--- config.mk ---
export PLATFORM = sky130hd
export DESIGN_NAME = bidirectional_mailbox_rings
export DESIGN_NICKNAME = d
export VERILOG_FILES = /design/src/sv/bmr_pkg.sv /design/src/sv/bmr_ring.sv /design/src/sv/bmr_core.sv /design/src/sv/bidirectional_mailbox_rings.sv
export VERILOG_INCLUDE_DIRS = /design/src /design/src/sv
export SDC_FILE = /design/constraint.sdc
export NUM_CORES = 2
export LEC_CHECK = 0
export BUFFER_PORTS_ARGS = -buffer_cell sky130_fd_sc_hd__buf_2
export CORE_ASPECT_RATIO = 1.25
export CORE_UTILIZATION = 25
export DETAILED_ROUTE_END_ITERATION = 8
export PLACE_DENSITY_LB_ADDON = 0.15
export SLEW_MARGIN = 0
export SYNTH_ARGS = -nofsm -noshare
export SYNTH_HDL_FRONTEND = slang
export SYNTH_SLANG_ARGS = --single-unit
--- constraint.sdc ---
create_clock -name clk -period 26.6 [get_ports clk]
set_clock_uncertainty 0.2 [all_clocks]
set_input_delay 3.99 -clock clk [delete_from_list [all_inputs] [get_ports clk]]
set_output_delay 3.99 -clock clk [all_outputs]
set_load 0.005 [all_outputs]
--- src/sv/bidirectional_mailbox_rings_macros.svh ---
// Assertion helpers for the mailbox ring RTL.
// Each macro takes a label, the clock, the active-low reset, the
// antecedent, the consequent and a message.
`ifndef BIDIRECTIONAL_MAILBOX_RINGS_MACROS_SVH
`define BIDIRECTIONAL_MAILBOX_RINGS_MACROS_SVH

`ifndef SYNTHESIS

`define BMR_ASSERT_SAME(name, clk, rst_n, ante, cons, msg) \
    name: assert property (@(posedge clk) disable iff (!rst_n) (ante) |-> (cons)) \
        else $error(msg);

`define BMR_ASSERT_NEXT(name, clk, rst_n, ante, cons, msg) \
    name: assert property (@(posedge clk) disable iff (!rst_n) (ante) |=> (cons)) \
        else $error(msg);

`else

`define BMR_ASSERT_SAME(name, clk, rst_n, ante, cons, msg)

`define BMR_ASSERT_NEXT(name, clk, rst_n, ante, cons, msg)

`endif

`endif

--- src/sv/bmr_pkg.sv ---
`timescale 1ns / 1ps

package bmr_pkg;

    localparam int RING_SLOTS_DEF = 16;

    localparam int HANDLE_W = 32;
    localparam int LEN_IN_W = 32;
    localparam int LEN_W    = 31;
    localparam int MSG_W    = HANDLE_W + LEN_W;

    localparam logic [LEN_W-1:0] LEN_CAP = {LEN_W{1'b1}};

    // Register map: one register, decoded on paddr[2].
    localparam int   PADDR_W          = 3;
    localparam logic REG_THREAD_WAKE  = 1'b0;

    typedef enum logic [1:0] {
        ACT_WRITE = 2'd0,
        ACT_READ  = 2'd1,
        ACT_CLOSE = 2'd2,
        ACT_OPEN  = 2'd3
    } action_t;

    typedef enum logic [1:0] {
        ST_OK          = 2'd0,
        ST_WOULD_BLOCK = 2'd1,
        ST_PEER_CLOSED = 2'd2
    } status_t;

    typedef struct packed {
        action_t              action;
        logic                 side;
        logic [HANDLE_W-1:0]  msg_handle;
        logic [LEN_IN_W-1:0]  msg_len;
    } item_t;

    typedef struct packed {
        status_t              status;
        logic [LEN_W-1:0]     accepted_len;
        logic [HANDLE_W-1:0]  out_handle;
        logic [LEN_W-1:0]     out_len;
        logic                 end_of_stream;
        logic                 wake_loop;
        logic                 wake_thread;
        logic                 readable;
        logic                 writable;
    } result_t;

    typedef struct packed {
        logic push;
        logic pop;
    } ring_ctl_t;

    // single: exactly one entry; near_full: one free slot before full.
    typedef struct packed {
        logic empty;
        logic full;
        logic single;
        logic near_full;
    } ring_stat_t;

endpackage

--- src/sv/bmr_ring.sv ---
`timescale 1ns / 1ps

`include "bidirectional_mailbox_rings_macros.svh"

module bmr_ring
    import bmr_pkg::*;
#(
    parameter int RING_SLOTS = RING_SLOTS_DEF
)
(
    input  logic             clk,
    input  logic             rst_n,
    input  ring_ctl_t        ctl,
    input  logic [MSG_W-1:0] wdata,
    output ring_stat_t       stat,
    output logic [MSG_W-1:0] rdata
);

    localparam int PTR_W = (RING_SLOTS > 1) ? $clog2(RING_SLOTS) : 1;
    localparam logic [PTR_W-1:0] LAST = PTR_W'(RING_SLOTS - 1);

    logic [MSG_W-1:0] mem [RING_SLOTS];
    logic [MSG_W-1:0] rdata_reg;

    logic [PTR_W-1:0] head_reg;
    logic [PTR_W-1:0] head_next;
    logic [PTR_W-1:0] tail_reg;
    logic [PTR_W-1:0] tail_next;
    logic [PTR_W-1:0] head_inc;
    logic [PTR_W-1:0] head_inc2;
    logic [PTR_W-1:0] tail_inc;

    function automatic logic [PTR_W-1:0] ptr_inc(input logic [PTR_W-1:0] p);
        ptr_inc = (p == LAST) ? '0 : p + 1'b1;
    endfunction

    assign head_inc  = ptr_inc(head_reg);
    assign head_inc2 = ptr_inc(head_inc);
    assign tail_inc  = ptr_inc(tail_reg);

    assign stat.empty     = (head_reg == tail_reg);
    assign stat.full      = (head_inc == tail_reg);
    assign stat.single    = (tail_inc == head_reg);
    assign stat.near_full = (head_inc2 == tail_reg);

    assign head_next = ctl.push ? head_inc : head_reg;
    assign tail_next = ctl.pop  ? tail_inc : tail_reg;

    always_ff @(posedge clk or negedge rst_n)
    begin
        if (!rst_n)
        begin
            head_reg <= '0;
            tail_reg <= '0;
        end
        else
        begin
            head_reg <= head_next;
            tail_reg <= tail_next;
        end
    end

    // The read port prefetches the entry at the next tail, so the oldest
    // message is ready at the start of every cycle. A write into that very
    // slot (the ring is empty once any pop is done) is forwarded.
    always_ff @(posedge clk)
    begin
        if (ctl.push)
        begin
            mem[head_reg] <= wdata;
        end
        if (ctl.push && (head_reg == tail_next))
        begin
            rdata_reg <= wdata;
        end
        else
        begin
            rdata_reg <= mem[tail_next];
        end
    end

    assign rdata = rdata_reg;

    `BMR_ASSERT_SAME(a_no_push_full, clk, rst_n, ctl.push, !stat.full, "push into full ring")
    `BMR_ASSERT_SAME(a_no_pop_empty, clk, rst_n, ctl.pop, !stat.empty, "pop from empty ring")
    `BMR_ASSERT_SAME(a_not_both, clk, rst_n, stat.empty, !stat.full, "ring empty and full")
    `BMR_ASSERT_NEXT(a_push_fills, clk, rst_n, ctl.push, !stat.empty, "ring empty after push")

endmodule

--- src/sv/bmr_core.sv ---
`timescale 1ns / 1ps

module bmr_core
    import bmr_pkg::*;
(
    input  logic             clk,
    input  logic             rst_n,
    input  logic             advance,
    input  item_t            item,
    input  logic             thread_wake_enable,
    input  ring_stat_t       to_loop_stat,
    input  ring_stat_t       to_thread_stat,
    input  logic [MSG_W-1:0] to_loop_rdata,
    input  logic [MSG_W-1:0] to_thread_rdata,
    output ring_ctl_t        to_loop_ctl,
    output ring_ctl_t        to_thread_ctl,
    output result_t          result
);

    logic loop_open_reg;
    logic loop_open_next;
    logic thread_open_reg;
    logic thread_open_next;
    logic loop_closed_reg;
    logic loop_closed_next;
    logic thread_closed_reg;
    logic thread_closed_next;

    logic             loop_wake_ok;
    logic             thread_wake_ok;
    logic             peer_shut;
    ring_stat_t       rx_stat;
    ring_stat_t       tx_stat;
    logic [MSG_W-1:0] rx_data;
    logic [LEN_W-1:0] len_sat;
    logic             push;
    logic             pop;
    logic             rx_empty_after;
    logic             tx_full_after;

    assign loop_wake_ok   = loop_open_reg && !loop_closed_reg;
    assign thread_wake_ok = thread_open_reg && !thread_closed_reg && thread_wake_enable;

    // Side 1 (thread) reads the ring toward the thread and writes toward the loop.
    assign peer_shut = item.side ? loop_closed_reg : thread_closed_reg;
    assign rx_stat   = item.side ? to_thread_stat  : to_loop_stat;
    assign tx_stat   = item.side ? to_loop_stat    : to_thread_stat;
    assign rx_data   = item.side ? to_thread_rdata : to_loop_rdata;

    assign len_sat = item.msg_len[LEN_IN_W-1] ? LEN_CAP : item.msg_len[LEN_W-1:0];

    always_comb
    begin
        result             = '0;
        result.status      = ST_OK;
        push               = 1'b0;
        pop                = 1'b0;
        loop_open_next     = loop_open_reg;
        thread_open_next   = thread_open_reg;
        loop_closed_next   = loop_closed_reg;
        thread_closed_next = thread_closed_reg;

        case (item.action)
            ACT_WRITE:
            begin
                // A zero-length write succeeds without touching the ring.
                if (item.msg_len != '0)
                begin
                    if (peer_shut)
                    begin
                        result.status = ST_PEER_CLOSED;
                    end
                    else if (tx_stat.full)
                    begin
                        result.status = ST_WOULD_BLOCK;
                    end
                    else
                    begin
                        push                = 1'b1;
                        result.accepted_len = len_sat;
                        result.wake_loop    = item.side && loop_wake_ok;
                        result.wake_thread  = !item.side && thread_wake_ok;
                    end
                end
            end
            ACT_READ:
            begin
                if (!rx_stat.empty)
                begin
                    pop               = 1'b1;
                    result.out_handle = rx_data[HANDLE_W-1:0];
                    result.out_len    = rx_data[MSG_W-1:HANDLE_W];
                    // Draining a full ring lets the peer producer go on.
                    result.wake_loop   = rx_stat.full && item.side && loop_wake_ok;
                    result.wake_thread = rx_stat.full && !item.side && thread_wake_ok;
                end
                else if (peer_shut)
                begin
                    result.end_of_stream = 1'b1;
                end
                else
                begin
                    result.status = ST_WOULD_BLOCK;
                end
            end
            ACT_CLOSE:
            begin
                if (item.side)
                begin
                    thread_closed_next = 1'b1;
                    result.wake_loop   = loop_wake_ok;
                end
                else
                begin
                    loop_closed_next   = 1'b1;
                    result.wake_thread = thread_wake_ok;
                end
            end
            ACT_OPEN:
            begin
                // The loop side is woken on open even if it has closed.
                if (item.side)
                begin
                    thread_open_next   = 1'b1;
                    result.wake_thread = !to_thread_stat.empty && !thread_closed_reg
                                         && thread_wake_enable;
                end
                else
                begin
                    loop_open_next   = 1'b1;
                    result.wake_loop = !to_loop_stat.empty;
                end
            end
            default:
            begin
                result.status = ST_OK;
            end
        endcase

        rx_empty_after  = pop ? rx_stat.single : rx_stat.empty;
        tx_full_after   = push ? tx_stat.near_full : tx_stat.full;
        result.readable = !rx_empty_after || peer_shut;
        result.writable = !peer_shut && !tx_full_after;
    end

    assign to_loop_ctl.push   = advance && push && item.side;
    assign to_loop_ctl.pop    = advance && pop && !item.side;
    assign to_thread_ctl.push = advance && push && !item.side;
    assign to_thread_ctl.pop  = advance && pop && item.side;

    always_ff @(posedge clk or negedge rst_n)
    begin
        if (!rst_n)
        begin
            loop_open_reg     <= 1'b0;
            thread_open_reg   <= 1'b0;
            loop_closed_reg   <= 1'b0;
            thread_closed_reg <= 1'b0;
        end
        else if (advance)
        begin
            loop_open_reg     <= loop_open_next;
            thread_open_reg   <= thread_open_next;
            loop_closed_reg   <= loop_closed_next;
            thread_closed_reg <= thread_closed_next;
        end
    end

endmodule

--- src/sv/bidirectional_mailbox_rings.sv ---
// A request accepted into the input register moves on into the output
// register when that is free; with m_tready held high, one request per cycle.
// The input register, the ring pointers with a prefetched read slot, and the
// output register set the rate; a stalled output holds the input side after one entry.
// Reset (rst_n low, asynchronous) empties both rings, clears open, closed and
// wake-enable flags; ring slot contents are not cleared.
`timescale 1ns / 1ps

module bidirectional_mailbox_rings
    import bmr_pkg::*;
#(
    parameter int RING_SLOTS = RING_SLOTS_DEF
)
(
    input  logic               clk,
    input  logic               rst_n,

    input  logic               s_tvalid,
    output logic               s_tready,
    input  logic [63:0]        s_tdata,   // msg_handle[31:0], msg_len[63:32]
    input  logic [2:0]         s_tuser,   // action[1:0], side[2]

    output logic               m_tvalid,
    input  logic               m_tready,
    // status[1:0], accepted_len[32:2], out_handle[64:33], out_len[95:65],
    // end_of_stream[96], wake_loop[97], wake_thread[98], readable[99],
    // writable[100], zero fill[103:101]
    output logic [103:0]       m_tdata,

    input  logic               psel,
    input  logic               penable,
    input  logic               pwrite,
    input  logic [PADDR_W-1:0] paddr,
    input  logic [31:0]        pwdata,
    output logic [31:0]        prdata,
    output logic               pready
);

    logic       in_valid_reg;
    item_t      in_item_reg;
    logic       out_valid_reg;
    result_t    out_result_reg;
    logic       twe_reg;
    logic       advance;

    ring_ctl_t        to_loop_ctl;
    ring_ctl_t        to_thread_ctl;
    ring_stat_t       to_loop_stat;
    ring_stat_t       to_thread_stat;
    logic [MSG_W-1:0] to_loop_rdata;
    logic [MSG_W-1:0] to_thread_rdata;
    logic [MSG_W-1:0] to_loop_wdata;
    logic [MSG_W-1:0] to_thread_wdata;
    result_t          result;

    // Configuration port
    assign pready = 1'b1;
    assign prdata = (paddr[2] == REG_THREAD_WAKE) ? {31'b0, twe_reg} : 32'b0;

    always_ff @(posedge clk or negedge rst_n)
    begin
        if (!rst_n)
        begin
            twe_reg <= 1'b0;
        end
        else if (psel && penable && pwrite && pready && (paddr[2] == REG_THREAD_WAKE))
        begin
            twe_reg <= pwdata[0];
        end
    end

    // A request moves from the input register into the output register when
    // the output register is free or is being emptied in the same cycle.
    assign advance  = in_valid_reg && (!out_valid_reg || m_tready);
    assign s_tready = !in_valid_reg || advance;

    always_ff @(posedge clk or negedge rst_n)
    begin
        if (!rst_n)
        begin
            in_valid_reg  <= 1'b0;
            out_valid_reg <= 1'b0;
        end
        else
        begin
            if (s_tvalid && s_tready)
            begin
                in_valid_reg <= 1'b1;
            end
            else if (advance)
            begin
                in_valid_reg <= 1'b0;
            end

            if (advance)
            begin
                out_valid_reg <= 1'b1;
            end
            else if (m_tready)
            begin
                out_valid_reg <= 1'b0;
            end
        end
    end

    always_ff @(posedge clk)
    begin
        if (s_tvalid && s_tready)
        begin
            in_item_reg.action     <= action_t'(s_tuser[1:0]);
            in_item_reg.side       <= s_tuser[2];
            in_item_reg.msg_handle <= s_tdata[31:0];
            in_item_reg.msg_len    <= s_tdata[63:32];
        end
        if (advance)
        begin
            out_result_reg <= result;
        end
    end

    // Both rings store {length, handle}; only one is pushed per request.
    assign to_loop_wdata   = {(in_item_reg.msg_len[LEN_IN_W-1] ? LEN_CAP
                                  : in_item_reg.msg_len[LEN_W-1:0]),
                              in_item_reg.msg_handle};
    assign to_thread_wdata = to_loop_wdata;

    bmr_ring #(
        .RING_SLOTS (RING_SLOTS)
    ) u_to_loop (
        .clk   (clk),
        .rst_n (rst_n),
        .ctl   (to_loop_ctl),
        .wdata (to_loop_wdata),
        .stat  (to_loop_stat),
        .rdata (to_loop_rdata)
    );

    bmr_ring #(
        .RING_SLOTS (RING_SLOTS)
    ) u_to_thread (
        .clk   (clk),
        .rst_n (rst_n),
        .ctl   (to_thread_ctl),
        .wdata (to_thread_wdata),
        .stat  (to_thread_stat),
        .rdata (to_thread_rdata)
    );

    bmr_core u_core (
        .clk                (clk),
        .rst_n              (rst_n),
        .advance            (advance),
        .item               (in_item_reg),
        .thread_wake_enable (twe_reg),
        .to_loop_stat       (to_loop_stat),
        .to_thread_stat     (to_thread_stat),
        .to_loop_rdata      (to_loop_rdata),
        .to_thread_rdata    (to_thread_rdata),
        .to_loop_ctl        (to_loop_ctl),
        .to_thread_ctl      (to_thread_ctl),
        .result             (result)
    );

    assign m_tvalid = out_valid_reg;
    assign m_tdata  = {3'b0,
                       out_result_reg.writable,
                       out_result_reg.readable,
                       out_result_reg.wake_thread,
                       out_result_reg.wake_loop,
                       out_result_reg.end_of_stream,
                       out_result_reg.out_len,
                       out_result_reg.out_handle,
                       out_result_reg.accepted_len,
                       out_result_reg.status};

endmodule

Yosys cells after proc, flatten, opt, wreduce, memory -nomap -nowiden
Memories as Yosys holds them, arrays and structs flattened. A register that Yosys moved wholly into a read port is not among the register bits.
Index checks and enable logic that the tools add are counted.
Word-level totals
  memories: 2
  bits of input ports: 109
  bits in registers: 191
  RAM bits: 2016
  output and inout port bits: 139
  word-level logic and storage cells: 149
Operators by class
  reductions and logical operators: 47
  bitwise gates (word level): 5
  add/subtract/negate cells: 6
  equal/unequal tests: 17
  multiplexer cells: 48
Memory list
  u_to_loop.mem: words 16, bits a word 63, read ports 1, clocked after memory_dff 1, write ports 1, line bmr_ring.sv:22  | logic [MSG_W-1:0] mem [RING_SLOTS];
  u_to_thread.mem: words 16, bits a word 63, read ports 1, clocked after memory_dff 1, write ports 1, line bmr_ring.sv:22
Operators with widths (number)
  $mux 31: 3
  $mux 63: 1
  $mux 4: 9
  $mux 33: 1
  $eq 4x4->1: 8
  $reduce_bool 32->1: 1
  $mux 1: 26
  $add 4x1->4 const B: 6
  $eq 4x4->1 const B: 6
  $logic_and 1x1->1: 23
  $reduce_and 3->1: 4
  $logic_not 1->1: 10
  $mux 2: 5
  $pmux 2 s4: 1
  $not 1->1: 5
  $eq 2x2->1 const B: 2
  $pmux 2 s2: 1
  $reduce_bool 2->1: 2
  $reduce_or 4->1: 1
  $logic_or 1x1->1: 3
  $mux 3: 1
  $eq 2x1->1 const B: 1
  $logic_not 2->1: 1
  $reduce_and 2->1: 1
  $reduce_or 2->1: 1

Longest topological paths before layout
  word-level depth: 14
  depth in mapped cells: 8
  gate-level depth less buffers: 8

Modules after synthesis
From an unflattened synthesis, not the netlist that was laid out.
Unflattened totals
  cell total of the unflattened synthesis: 3516
  area total of the unflattened synthesis: 84676.2 µm²
Modules (own cells, without submodules)
  bmr_ring at u_to_thread: area each 38652.1 µm², times used 1, seq. area each 30549.3 µm², cells each 1496
  bmr_ring at u_to_loop: area each 38650.8 µm², times used 1, seq. area each 30549.3 µm², cells each 1496
  bidirectional_mailbox_rings: area each 5662.9 µm², times used 1, seq. area each 5119.9 µm², cells each 251
  bmr_core: area each 1710.4 µm², times used 1, seq. area each 100.1 µm², cells each 273

Least setup slack after synthesis
No wires, ideal clock.
  path kind: input port to flip-flop
  from: input port m_tready
  to: memory u_to_thread.mem[3][0] in the netlist's numbering (enable)
  library setup time: 0.640 ns
  path buffers: 1
  slack: 14.852 ns
  arrival: 10.909 ns
  required time: 25.760 ns
  stages: 6
  cells stage by stage: nand2b_1 nand2_1 a2111o_1 or2_1 buf_2 nor4_1
On the way
  word-level cells in the longest chain between the ends: 6
Ends and longest elaborated chain
  start: declaration: line bidirectional_mailbox_rings.sv:24  | input logic m_tready,
  $logic_or 1x1->1: line bidirectional_mailbox_rings.sv:74  | assign advance = in_valid_reg && (!out_valid_reg || m_tready);
  $logic_and 1x1->1: line bidirectional_mailbox_rings.sv:74
  $logic_and 1x1->1 (2 in series): line bmr_core.sv:148  | assign to_thread_ctl.push = advance && push && !item.side;
  $mux 1: line bmr_ring.sv:68  | if (ctl.push)
  $mux 1 (not written as such): line bmr_ring.sv:70  | mem[head_reg] <= wdata;
  end: declaration: line bmr_ring.sv:22
No other way between the ends.

Worst setup path after layout
  from: input port m_tready
  to: output port s_tready
On the way
  word-level cells in the longest chain between the ends: 3
Ends and longest elaborated chain
  $logic_or 1x1->1: line bidirectional_mailbox_rings.sv:74
  $logic_and 1x1->1: line bidirectional_mailbox_rings.sv:74
  $logic_or 1x1->1: line bidirectional_mailbox_rings.sv:75  | assign s_tready = !in_valid_reg || advance;
  end: declaration: line bidirectional_mailbox_rings.sv:19  | output logic s_tready,
No other way between the ends.

==> flow_summary.toml <==
[power_and_ir_drop]
leakage_nw = 29.9
report.power.total_w = 0.00917
power.ir.vdd_worst_mv = 0.0642
power.density_nw_per_um2 = 93.3

[finish]
final-instance-count-excl-fill = 8462
final_net_count = 3954
final_layout_size_suffix_gt1_share_pct = 32.8
filler_cell_count = 32511
finalInstanceArea_um2 = 98300
layout-area-overhead-vs-synth_pct = 16.5

[place]
dp_cell_count = 8033
detailedPlace.worstSlack_ns = 17.95
place_congestion = 0.692
placed_area_um2 = 91100
buffer_ports.inserted = 179
dp_hpwl_um = 125000

[yosys]
synth_top_area_share_pct = 77.7
synthCells = 3488
syn_avg_cell_area_um2 = 24.2
share_of_flip_flops_with_an_asynchronous_set_or_reset_pct = 1.04
synth-edff-count = 2184
postSynthRegisterBits = 2215
synth.area.top_cells = "edfxtp_1, mux4_2, mux2i_1"
synth_sequential_area_ratio_pct = 78.5
total_of_warnings_raised_by_yosys = 0
netlist_area_um2 = 84400
post_synth_num_cell_types = 60
netlist.top_cell.by_area = "edfxtp_1"
synth-main-ff-cell = "edfxtp_1"

[route]
postRouteAntennaNets = 0
drt-initial-drc-count = 2952
drt_wl_total_um = 239000
number_of_remaining_drc_errors = 0
drtPass1Iterations = 5
route.detailed.vias_per_inst = 4.42
avgRoutedWirePerCell_um = 28.2
via_count = 37430

[clock_tree]
clock_network_latency_to_the_later_pin_of_the_worst_skew_pair_ns = 0.90
number_of_buffers_on_the_longest_clock_path = 4
tritoncts = "done"
postCtsResizedCells = 0
htreeDepth = 4
tritoncts.num_buffers = 238
postCtsSetupRepairBufs = 0
clock_tree.root_cell = "clkbuf_16"
cts_stage_hold_buffer_count = 0
clock-sinks = 2215
clk_pin_slew_ns = 0.06

[floorplan]
placeableCoreArea_um2 = 336000
dieWidth_um = 522
initial_utilization_pct = 25.1
fp.dieH_um = 652
pin_count = 248
floorplan.die_area_um2 = 340000
placementRows = 238

[grt]
grt_first_pass_wirelength_um = 331000
first_global_vias = 40341
grt_max_degree = 83
antenna_found_initial = 14
aggregate_global_route_resource_usage_pct = 14.0
grt_overflow = 0

[critical_path]
critPathRequiredTime_ns = 22.41
crit_slowest_cell = "nand3b_1"
slowest_delay_ns = 0.19
setup.worst_path.class = "input pin to output pin"
reg2reg_slack_ns = 21.43
startpoint_type = "input pin"
critical_path.max_fanout = 3
most_frequent_cell_on_the_critical_path = "buf_2"
worst_setup_path_end_kind = "output pin"
crit_arrival_ns = 4.45
worstPathBufferInverterCount = 2
critical_path.top_delay_family = "buffers and inverters"
crit_path_cell_trace = "buf_2 > nand3b_1 > buf_2"

[sta]
finalSetupViolations = 0
grt_setup_unrepaired = "no"
worst_pin_slew_ns = 1.16
min_period_over_period_pct = 32.5
period_needed_ns = 8.64
hold_viol = 0
achievable_frequency_ghz = 0.116
slew_viol_final = 0
setup-tns-final_ns = 0
slew_headroom_pct = 23.0
final.setup.worst_slack_ns = 17.96

[worst_hold_path]
timing.hold.worst.class = "flip-flop to flip-flop"

[job]
max-cap-violations = 0

[outcome]
run_status = "complete, no violations"
## logic make-up (layout without fill, tap and decap cells)
| family | Yosys count | count (layout) | synth area share, % |
|---|---|---|---|
| compound gates | 41 | 41 | 0.369 |
| mux | 703 | 703 | 17.7 |
| simple gates | 257 | 257 | 1.62 |
| buf+inv | 224 | 719 | 1.24 |
| fa+ha+maj | 12 | 12 | 0.178 |
| xor+xnor | 34 | 34 | 0.362 |
| flops | 2215 | 2215 | 78.5 |
| other cells | 2 | 41 | 0.00889 |
## worst register-to-register path: cells and delay by family, from the launching register on
| family | cells | cell delay [ns] |
|---|---|---|
| multiplexers | 1 | 0.41 |
| AO/OA/AOI/OAI | 2 | 0.87 |
| buffers and inverters | 3 | 1.95 |
| flip-flops | 1 | 0.37 |
| AND/OR/NAND/NOR | 3 | 0.82 |
## synthesized netlist by cell type (3+ instances only)
cell         n
a21o_1       4
a21oi_1      6
a31oi_1      5
and2_1       4
and4_1       3
buf_1       20
buf_2       44
buf_4       38
clkbuf_1   108
dfrtp_1     23
dfxtp_1      8
edfxtp_1  2184
ha_1        12
inv_1       13
mux2_2       6
mux2i_1     66
mux4_2     630
nand2_1     24
nand2b_1     6
nand3_1      6
nand3b_1     6
nor2_1      93
nor2b_1     39
nor3_1      11
nor3_2       3
nor4_1      14
o21ai_0      7
o21bai_1     3
or2_2       31
xnor2_1     21
xor2_1      12
## final cells by class
type / instances / area (um^2) / area share [%]
Multi-Input combinational cell: 1082 / 17500 / 17.7
Tap cell: 4440 / 5560 / 5.65
Sequential cell: 2215 / 66300 / 67.5
Clock inverter: 123 / 937 / 0.953
Inverter: 13 / 53.8 / 0.0547
Timing Repair Buffer: 283 / 1700 / 1.73
Clock buffer: 300 / 6270 / 6.38
Antenna cell: 6 / 15.0 / 0.0153
## final timing paths
check                                            startpoint                                  end  cells past startpoint
hold reg to reg            u_core.loop_open_reg$_DFFE_PN0P_     u_core.loop_open_reg$_DFFE_PN0P_                      1
min in group asynchronous                             rst_n                  twe_reg$_DFFE_PN0P_                      1
hold / removal             u_core.loop_open_reg$_DFFE_PN0P_     u_core.loop_open_reg$_DFFE_PN0P_                      1
setup / recovery                                   m_tready                             s_tready                      3
setup reg to reg                  in_item_reg[64]$_DFFE_PP_       u_to_loop.mem[2][59]$_DFFE_PP_                      9
max in group asynchronous                             rst_n  u_to_thread.head_reg[2]$_DFFE_PN0P_                      1
## cell usage in the layout (no fill, tap or decap), drive strengths merged, types with 7 or more instances in the layout
| cell | Yosys | layout |
|---|---|---|
| bufinv | 0 | 13 |
| mux2 | 7 | 7 |
| nand2 | 28 | 28 |
| or2 | 32 | 32 |
| nor3 | 14 | 14 |
| dfrtp | 23 | 23 |
| nor4 | 14 | 14 |
| nor2b | 39 | 39 |
| edfxtp | 2184 | 2184 |
| inv | 13 | 18 |
| mux2i | 66 | 66 |
| mux4 | 630 | 630 |
| o21ai | 8 | 8 |
| ha | 12 | 12 |
| nor2 | 93 | 93 |
| buf | 103 | 283 |
| clkbuf | 108 | 300 |
| clkinv | 0 | 103 |
| dfxtp | 8 | 8 |
| xor2 | 12 | 12 |
| xnor2 | 22 | 22 |
| conb | 2 | 35 |
## routing by layer
layer | global-route usage [%] | part of all wire [%] | vias up
met4 | 3.38 | 2.2 | 2
met2 | 23.9 | 50 | 757
met3 | 2.00 | 3.9 | 280
met5 | 0 | 0.0054 | -
met1 | 18.5 | 44 | 20882
li1 | - | - | 15509
## metrics by stage
step                      util (%)  hold WS [ns]
after floorplan                  -         0.242
after global placement        27.1         0.255
final                         29.2         0.269
after global routing          29.2         0.302
after CTS                     29.2         0.272
after detailed placement      27.1         0.258
## power breakdown
| part | internal (W) | switching [W] |
|---|---|---|
| Sequential | 0.00390 | 0.000165 |
| Clock | 0.00178 | 0.00137 |
| Combinational | 0.00100 | 0.000962 |
(Power assumes the default switching activity.)
